**src/rtl/core/tfr_pkg.sv**
```systemverilog
`timescale 1ns / 1ps
// ----------------------------------------------------------------------------
// tfr_pkg
// Types and constants shared by the telemetry frame receiver modules.
// ----------------------------------------------------------------------------
package tfr_pkg;

  localparam int MAX_FRAME = 32;
  localparam int CAP_LEN   = 14;
  localparam int POS_W     = 8;
  localparam int CAP_IDX_W = $clog2(CAP_LEN);

  localparam logic [7:0] HDR_BYTE    = 8'hAA;
  localparam logic [7:0] FN_ATTITUDE = 8'h01;
  localparam logic [7:0] FN_STATUS   = 8'h05;
  localparam logic [7:0] RETRY_RESET = 8'd10;
  localparam int         UNLOCK_BIT  = 3;

  localparam logic CMD_BYTE = 1'b0;
  localparam logic CMD_ARM  = 1'b1;

  localparam logic [2:0] ST_ATTITUDE = 3'd0;
  localparam logic [2:0] ST_STATUS   = 3'd1;
  localparam logic [2:0] ST_IGNORED  = 3'd2;
  localparam logic [2:0] ST_CSUM_BAD = 3'd3;
  localparam logic [2:0] ST_HDR_BAD  = 3'd4;

  localparam logic [1:0] CONF_NONE = 2'd0;
  localparam logic [1:0] CONF_OK   = 2'd1;
  localparam logic [1:0] CONF_FAIL = 2'd2;

  typedef logic [CAP_LEN-1:0][7:0] frame_bytes_t;

  typedef struct packed {
    logic        cmd;
    logic [7:0]  data_byte;
    logic        last_byte;
    logic [15:0] expected_flags;
  } in_t;

  typedef struct packed {
    logic [2:0]         status;
    logic signed [15:0] angle_x;
    logic signed [15:0] angle_y;
    logic signed [15:0] angle_z;
    logic signed [31:0] height;
    logic signed [15:0] battery;
    logic [7:0]         craft_kind;
    logic [7:0]         rc_count;
    logic [15:0]        sensor_flags;
    logic [15:0]        set_flags;
    logic [1:0]         confirm;
    logic               unlocked;
  } out_t;

  typedef struct packed {
    logic       fire;
    logic       cmd;
    logic [7:0] data_byte;
    logic       last_byte;
  } step_t;

  typedef struct packed {
    logic [7:0]   sum;
    frame_bytes_t bytes;
  } frame_view_t;

  typedef struct packed {
    logic        arm;
    logic [15:0] expected_flags;
    logic        check;
    logic [15:0] set_word;
  } confirm_evt_t;

endpackage

```
**src/rtl/core/tfr_capture.sv**
```systemverilog
`timescale 1ns / 1ps
// ----------------------------------------------------------------------------
// tfr_capture
// Running byte sum, byte position and capture of the first 14 frame bytes.
// ----------------------------------------------------------------------------
module tfr_capture import tfr_pkg::*; (
  input  logic        clk,
  input  logic        rst,
  input  step_t       step,
  output frame_view_t view
);

  logic [7:0]           sum;
  logic [POS_W-1:0]     pos;
  frame_bytes_t         bytes;
  logic                 pos_in_cap;
  logic [CAP_IDX_W-1:0] cap_idx;

  assign pos_in_cap = pos < POS_W'(CAP_LEN);
  assign cap_idx    = pos[CAP_IDX_W-1:0];

  always_comb begin
    view.sum   = sum;
    view.bytes = bytes;
    if (pos_in_cap) begin
      view.bytes[cap_idx] = step.data_byte;
    end
  end

  always_ff @(posedge clk) begin
    if (rst) begin
      sum   <= '0;
      pos   <= '0;
      bytes <= '0;
    end else if (step.fire && step.cmd == CMD_BYTE) begin
      if (step.last_byte) begin
        sum   <= '0;
        pos   <= '0;
        bytes <= '0;
      end else if (pos < POS_W'(MAX_FRAME - 1)) begin
        if (pos_in_cap) begin
          bytes[cap_idx] <= step.data_byte;
        end
        sum <= sum + step.data_byte;
        pos <= pos + 1'b1;
      end
    end
  end

endmodule

```
**src/rtl/core/tfr_decode.sv**
```systemverilog
`timescale 1ns / 1ps
// ----------------------------------------------------------------------------
// tfr_decode
// Checksum, header and function check and field extraction for a frame.
// ----------------------------------------------------------------------------
module tfr_decode import tfr_pkg::*; (
  input  frame_view_t view,
  input  logic [7:0]  csum,
  output out_t        res
);

  frame_bytes_t b;

  assign b = view.bytes;

  always_comb begin
    res = '0;
    if (view.sum != csum) begin
      res.status = ST_CSUM_BAD;
    end else if (b[0] != HDR_BYTE || b[1] != HDR_BYTE) begin
      res.status = ST_HDR_BAD;
    end else if (b[2] == FN_ATTITUDE) begin
      res.status  = ST_ATTITUDE;
      res.angle_x = {b[4], b[5]};
      res.angle_y = {b[6], b[7]};
      res.angle_z = {b[8], b[9]};
      res.height  = {b[10], b[11], b[12], b[13]};
    end else if (b[2] == FN_STATUS) begin
      res.status       = ST_STATUS;
      res.battery      = {b[4], b[5]};
      res.craft_kind   = b[8];
      res.rc_count     = b[9];
      res.sensor_flags = {b[10], b[11]};
      res.set_flags    = {b[12], b[13]};
      res.unlocked     = b[11][UNLOCK_BIT];
    end else begin
      res.status = ST_IGNORED;
    end
  end

endmodule

```
**src/rtl/core/tfr_confirm.sv**
```systemverilog
`timescale 1ns / 1ps
// ----------------------------------------------------------------------------
// tfr_confirm
// Pending setting confirmation: expected word, mismatch count, retry limit.
// ----------------------------------------------------------------------------
module tfr_confirm import tfr_pkg::*; (
  input  logic         clk,
  input  logic         rst,
  input  logic         cfg_write_en,
  input  logic [7:0]   cfg_write_data,
  input  confirm_evt_t evt,
  output logic [1:0]   confirm
);

  logic [7:0]  retry_limit;
  logic        pending;
  logic [15:0] expected_word;
  logic [7:0]  mismatch_count;
  logic        pending_next;
  logic [7:0]  mismatch_next;
  logic [7:0]  mismatch_inc;

  assign mismatch_inc = mismatch_count + 1'b1;

  always_comb begin
    confirm       = CONF_NONE;
    pending_next  = pending;
    mismatch_next = mismatch_count;
    if (evt.arm) begin
      pending_next  = 1'b1;
      mismatch_next = '0;
    end else if (evt.check && pending) begin
      if (evt.set_word == expected_word) begin
        confirm       = CONF_OK;
        pending_next  = 1'b0;
        mismatch_next = '0;
      end else if (mismatch_inc >= retry_limit) begin
        confirm       = CONF_FAIL;
        pending_next  = 1'b0;
        mismatch_next = '0;
      end else begin
        mismatch_next = mismatch_inc;
      end
    end
  end

  always_ff @(posedge clk) begin
    if (rst) begin
      retry_limit    <= RETRY_RESET;
      pending        <= 1'b0;
      expected_word  <= '0;
      mismatch_count <= '0;
    end else begin
      if (cfg_write_en) begin
        retry_limit <= cfg_write_data;
      end
      if (evt.arm) begin
        expected_word <= evt.expected_flags;
      end
      pending        <= pending_next;
      mismatch_count <= mismatch_next;
    end
  end

endmodule

```
**src/rtl/core/telemetry_frame_receiver_unit.sv**
```systemverilog
`timescale 1ns / 1ps
// ----------------------------------------------------------------------------
// telemetry_frame_receiver_unit
// Byte-serial telemetry frame parser with checksum and setting confirmation.
//
// Input channel (item_valid / item_stall / item): one transfer per frame byte
// (cmd byte, last_byte marks the checksum) or one arm transfer (cmd arm) that
// loads the expected settings word for a confirmation wait.
// Result channel (result_valid / result_stall / result): one transfer per
// frame, after its last byte; arm transfers and other bytes give none.
// Config: cfg_write_en / cfg_write_data write the retry limit; write only
// while the block is idle.
// The last byte passes through the input register and then the result
// register before result_valid rises.
// Throughput: one item per cycle while the result side is not stalled,
// set by the single input register feeding the result register.
// Reset clears the frame state, the pending wait and sets the retry limit
// to 10. A stalled result holds in the result register; the input keeps
// accepting until the input register is full behind it.
// ----------------------------------------------------------------------------
module telemetry_frame_receiver_unit import tfr_pkg::*; (
  input  logic       clk,
  input  logic       rst,
  input  logic       item_valid,
  output logic       item_stall,
  input  in_t        item,
  output logic       result_valid,
  input  logic       result_stall,
  output out_t       result,
  input  logic       cfg_write_en,
  input  logic [7:0] cfg_write_data
);

  logic         s1_valid;
  in_t          s1_item;
  logic         adv;
  logic         fire;
  logic         res_fire;
  step_t        step;
  frame_view_t  view;
  out_t         dec;
  out_t         result_next;
  confirm_evt_t evt;
  logic [1:0]   confirm;

  assign adv        = !result_valid || !result_stall;
  assign item_stall = s1_valid && !adv;
  assign fire       = s1_valid && adv;
  assign res_fire   = fire && s1_item.cmd == CMD_BYTE && s1_item.last_byte;

  assign step.fire      = fire;
  assign step.cmd       = s1_item.cmd;
  assign step.data_byte = s1_item.data_byte;
  assign step.last_byte = s1_item.last_byte;

  tfr_capture u_capture (
    .clk  (clk),
    .rst  (rst),
    .step (step),
    .view (view)
  );

  tfr_decode u_decode (
    .view (view),
    .csum (s1_item.data_byte),
    .res  (dec)
  );

  assign evt.arm            = fire && s1_item.cmd == CMD_ARM;
  assign evt.expected_flags = s1_item.expected_flags;
  assign evt.check          = res_fire && dec.status == ST_STATUS;
  assign evt.set_word       = dec.set_flags;

  tfr_confirm u_confirm (
    .clk            (clk),
    .rst            (rst),
    .cfg_write_en   (cfg_write_en),
    .cfg_write_data (cfg_write_data),
    .evt            (evt),
    .confirm        (confirm)
  );

  always_comb begin
    result_next         = dec;
    result_next.confirm = confirm;
  end

  // hold the input register while it is full and the result side is stalled
  always_ff @(posedge clk) begin
    if (rst) begin
      s1_valid <= 1'b0;
    end else if (!item_stall) begin
      s1_valid <= item_valid;
    end
  end

  always_ff @(posedge clk) begin
    if (!item_stall) begin
      s1_item <= item;
    end
  end

  always_ff @(posedge clk) begin
    if (rst) begin
      result_valid <= 1'b0;
    end else if (adv) begin
      result_valid <= res_fire;
    end
  end

  always_ff @(posedge clk) begin
    if (adv && res_fire) begin
      result <= result_next;
    end
  end

endmodule
```
**config.mk**
```make
export PLATFORM = sky130hd
export DESIGN_NAME = telemetry_frame_receiver_unit
export DESIGN_NICKNAME = d
export VERILOG_FILES = /design/src/rtl/core/tfr_pkg.sv /design/src/rtl/core/tfr_capture.sv /design/src/rtl/core/tfr_decode.sv /design/src/rtl/core/tfr_confirm.sv /design/src/rtl/core/telemetry_frame_receiver_unit.sv
export SDC_FILE = /design/constraint.sdc
export NUM_CORES = 1
export LEC_CHECK = 0
export BUFFER_PORTS_ARGS = -buffer_cell sky130_fd_sc_hd__buf_4
export CAP_MARGIN = 20
export CORE_AREA = 8 8 255 134
export DETAILED_ROUTE_END_ITERATION = 7
export DIE_AREA = 0 0 263 142
export GPL_ROUTABILITY_DRIVEN = 0
export HOLD_SLACK_MARGIN = 0.06
export PLACE_DENSITY_LB_ADDON = 0.3
export REMOVE_ABC_BUFFERS = 1
export SKIP_LAST_GASP = 1
export SYNTH_ARGS = -nofsm -noshare
export SYNTH_HDL_FRONTEND = slang
export SYNTH_SLANG_ARGS = --single-unit
export TNS_END_PERCENT = 30
```
**constraint.sdc**
```tcl
create_clock -name clk -period 13.1 [get_ports clk]
set_input_delay 1.965 -clock clk [delete_from_list [all_inputs] [get_ports clk]]
set_output_delay 1.965 -clock clk [all_outputs]
set_load 0.005 [all_outputs]
```
==> reports/qor.csv <==
metric,value,unit
status,completed,
htreeDepth,1,
drive_above_1_share,18.03,%
rsz0062_at_grt,false,
synth_warnings,0,
multiInputGateArea,0.004876,mm2
finalMaxSlewViolations,0,
fin_nets,1495,
synthTopCellsByCount,"306 x nor2_1, 175 x edfxtp_1, 155 x dfxtp_1, 102 x nand2_1, 101 x a22oi_1",
cp-start-kind,primary input,
setup_violations,0,
cts-resized-gates,0,
place_hpwl,23040,um
syn_avg_cell_area,10.73,um2
synth_seq_cells,330,
grt_pass1_wl,54950,um
grt.overflow.total,0,
final_cells,1867,
synthSimpleGateAreaFrac,15.68,%
grt_max_degree,89,
drc,0,
finalPower,2.061,mW
cpPeakStageDelay,350,ps
synth_most_common_cell,nor2_1,
start_util,44.13,%
drt_pass1_iterations,6,
synth_top_family_by_area,simple AND/OR/NAND/NOR gates,
crit_type,in2out,
vias_per_cell,5.464,
vias,10201,
arrival,2760,ps
synthXorXnorAreaFrac,0.9007,%
cap_violations,0,
r2r-start,u_capture.pos[4],
cp_data_required_time,11140,ps
hold_viol,0,
cp-startpoint,result_stall,
grt_pass1_vias,9881,
end_kind,output port,
n_antenna_cell,0,
placed_cells,1811,
yosysTopAreaCell,edfxtp_1,
fillers,2715,
fin_crit_sh,36.08,%
dieArea,0.03735,mm2
die_h,142,um
max_clock_freq,211.6,MHz
cp_common_cell,buf_4,
antenna_found_initial,0,
wl_per_cell,18.78,um
syn_inst,1269,
area_growth,20.10,%
ioPinCount,191,
core,0.03085,mm2
synth.top_cell.area_share,38.60,%
synth-compound-area-share,12.26,%
p_leak,5.855,nW
ir_worst_vdd,0.09769,mV
slowest_stage,buf_4,
fin_setup_tns,0,ps
fp.dieW,263,um
finalWirelength,35060,um
crit_fanout,27,
clk_latency,570,ps
clock_tree.buffer_depth,3,
post-cts-setup-buffers,0,
grt_usage,17.94,%
seq_area,0.008358,mm2
root_buffer,clkbuf_16,
port-buffer-count,190,
post-route-util,53.00,%
cts_buffers,30,
synth-edff-count,175,
holdBufCountCts,0,
tightest_slew,1007,ps
hold_start,u_confirm.expected_word[12],
drt_iter0_drc,1032,
hp-class,reg2reg,
power.density,126.1,mW/mm2
ant_nets,0,
whs_path_depth,2,
synthesis.area,0.01361,mm2
maxSlewHeadroom,32.86,%
cts.sink_count,330,
clk_pin_slew,70,ps
cp_cell_sequence,buf_4 > nand3_1 > buf_4 > inv_1 > buf_4,
skew,16.16,ps
rr_worst_depth,9,
async_reset_ff_share,0,%
synth_area_leaders,"edfxtp_1 39%, dfxtp_1 23%, nor2_1 8.4%, a22oi_1 5.6%, mux2i_1 4.8%",
whs,480.2,ps
cts_tree,done,
synthMuxAreaShare,4.944,%
fin_crit,4727,ps
num_rows,46,
yosysUniqueCellTypes,62,
synth.yosys.seq_area_share,61.39,%
synth_ff_type,edfxtp_1,
synth-adder-area-share,1.985,%
-- stage by stage --
step / setup WS, ps / cell area (um2)
finish: 8373 / 16350
global route: 8274 / 16350
CTS: 8358 / 16350
detailed placement: 8361 / 15400
global placement: 8365 / 15400
floorplan: 6304 / 13330
-- cell usage in the layout (no fill, tap or decap), types with 8 or more instances in the layout --
cell,Yosys,routed
nand2_1,102,102
nand3_1,16,16
clkbuf_16,0,31
mux2i_1,65,65
inv_1,24,23
and3_1,11,11
nor3_1,9,9
a211oi_1,9,9
xnor2_1,8,8
o2111ai_1,9,9
nor2_1,306,306
a21oi_1,58,58
ha_1,20,20
buf_4,1,207
o21ai_0,15,14
a22oi_1,101,101
edfxtp_1,175,175
dfxtp_1,155,155
-- sequential cells by signal (all words and copies together) (netlist names) --
name and cells:
u_confirm.retry_limit 8, u_confirm.expected_word 16, u_confirm.pending 1, u_capture.pos 8, u_capture.sum 8, s1_item 10
result_valid 1, s1_valid 1, u_confirm.mismatch_count 8, evt 16, result 149, u_capture.bytes 104
-- final timing paths --
path,slack [ps],endpoint
worst min-delay path,480,u_confirm.expected_word[12]
worst max-delay path,8370,item_stall
worst min register to register,480,u_confirm.expected_word[12]
worst max register to register,9080,u_confirm.mismatch_count[0]
-- critical path, delay by kind of cell --
family                 cells  cell delay [ps]
buffers and inverters      4              720
AND/OR/NAND/NOR            1               70
-- kinds of logic (layout without fill, tap and decap cells) --
group,after synthesis,after routing
simple gates,494,494
xor+xnor,14,14
buf+inv,99,289
compound gates,244,244
fa+ha+maj,21,21
flops,330,330
mux,67,67
-- report_power, final --
part           total (mW)  switching, mW  internal, mW  leakage, nW
clock               0.853          0.386         0.467        0.466
combinational      0.0958         0.0598        0.0359         2.74
sequential           1.11        0.00937          1.10         2.65
-- per-layer routing --
metal  routed length, um  track usage (%)  up-vias
met3                2260            3.484       45
met5                   0           0.9421        -
met2               15550            27.59      356
li1                    -                -     4871
met4                 575            3.565        0
met1               16680            26.13     4929
-- final cells by class --
type	instances	area share, %
sequential	330	51.12
clock buffer	40	5.073
timing repair buffer	207	9.504
clock inverter	16	0.7346
tap	408	3.122
multi-input combinational	840	29.82
inverter	26	0.6275
(Power assumes the default switching activity.)
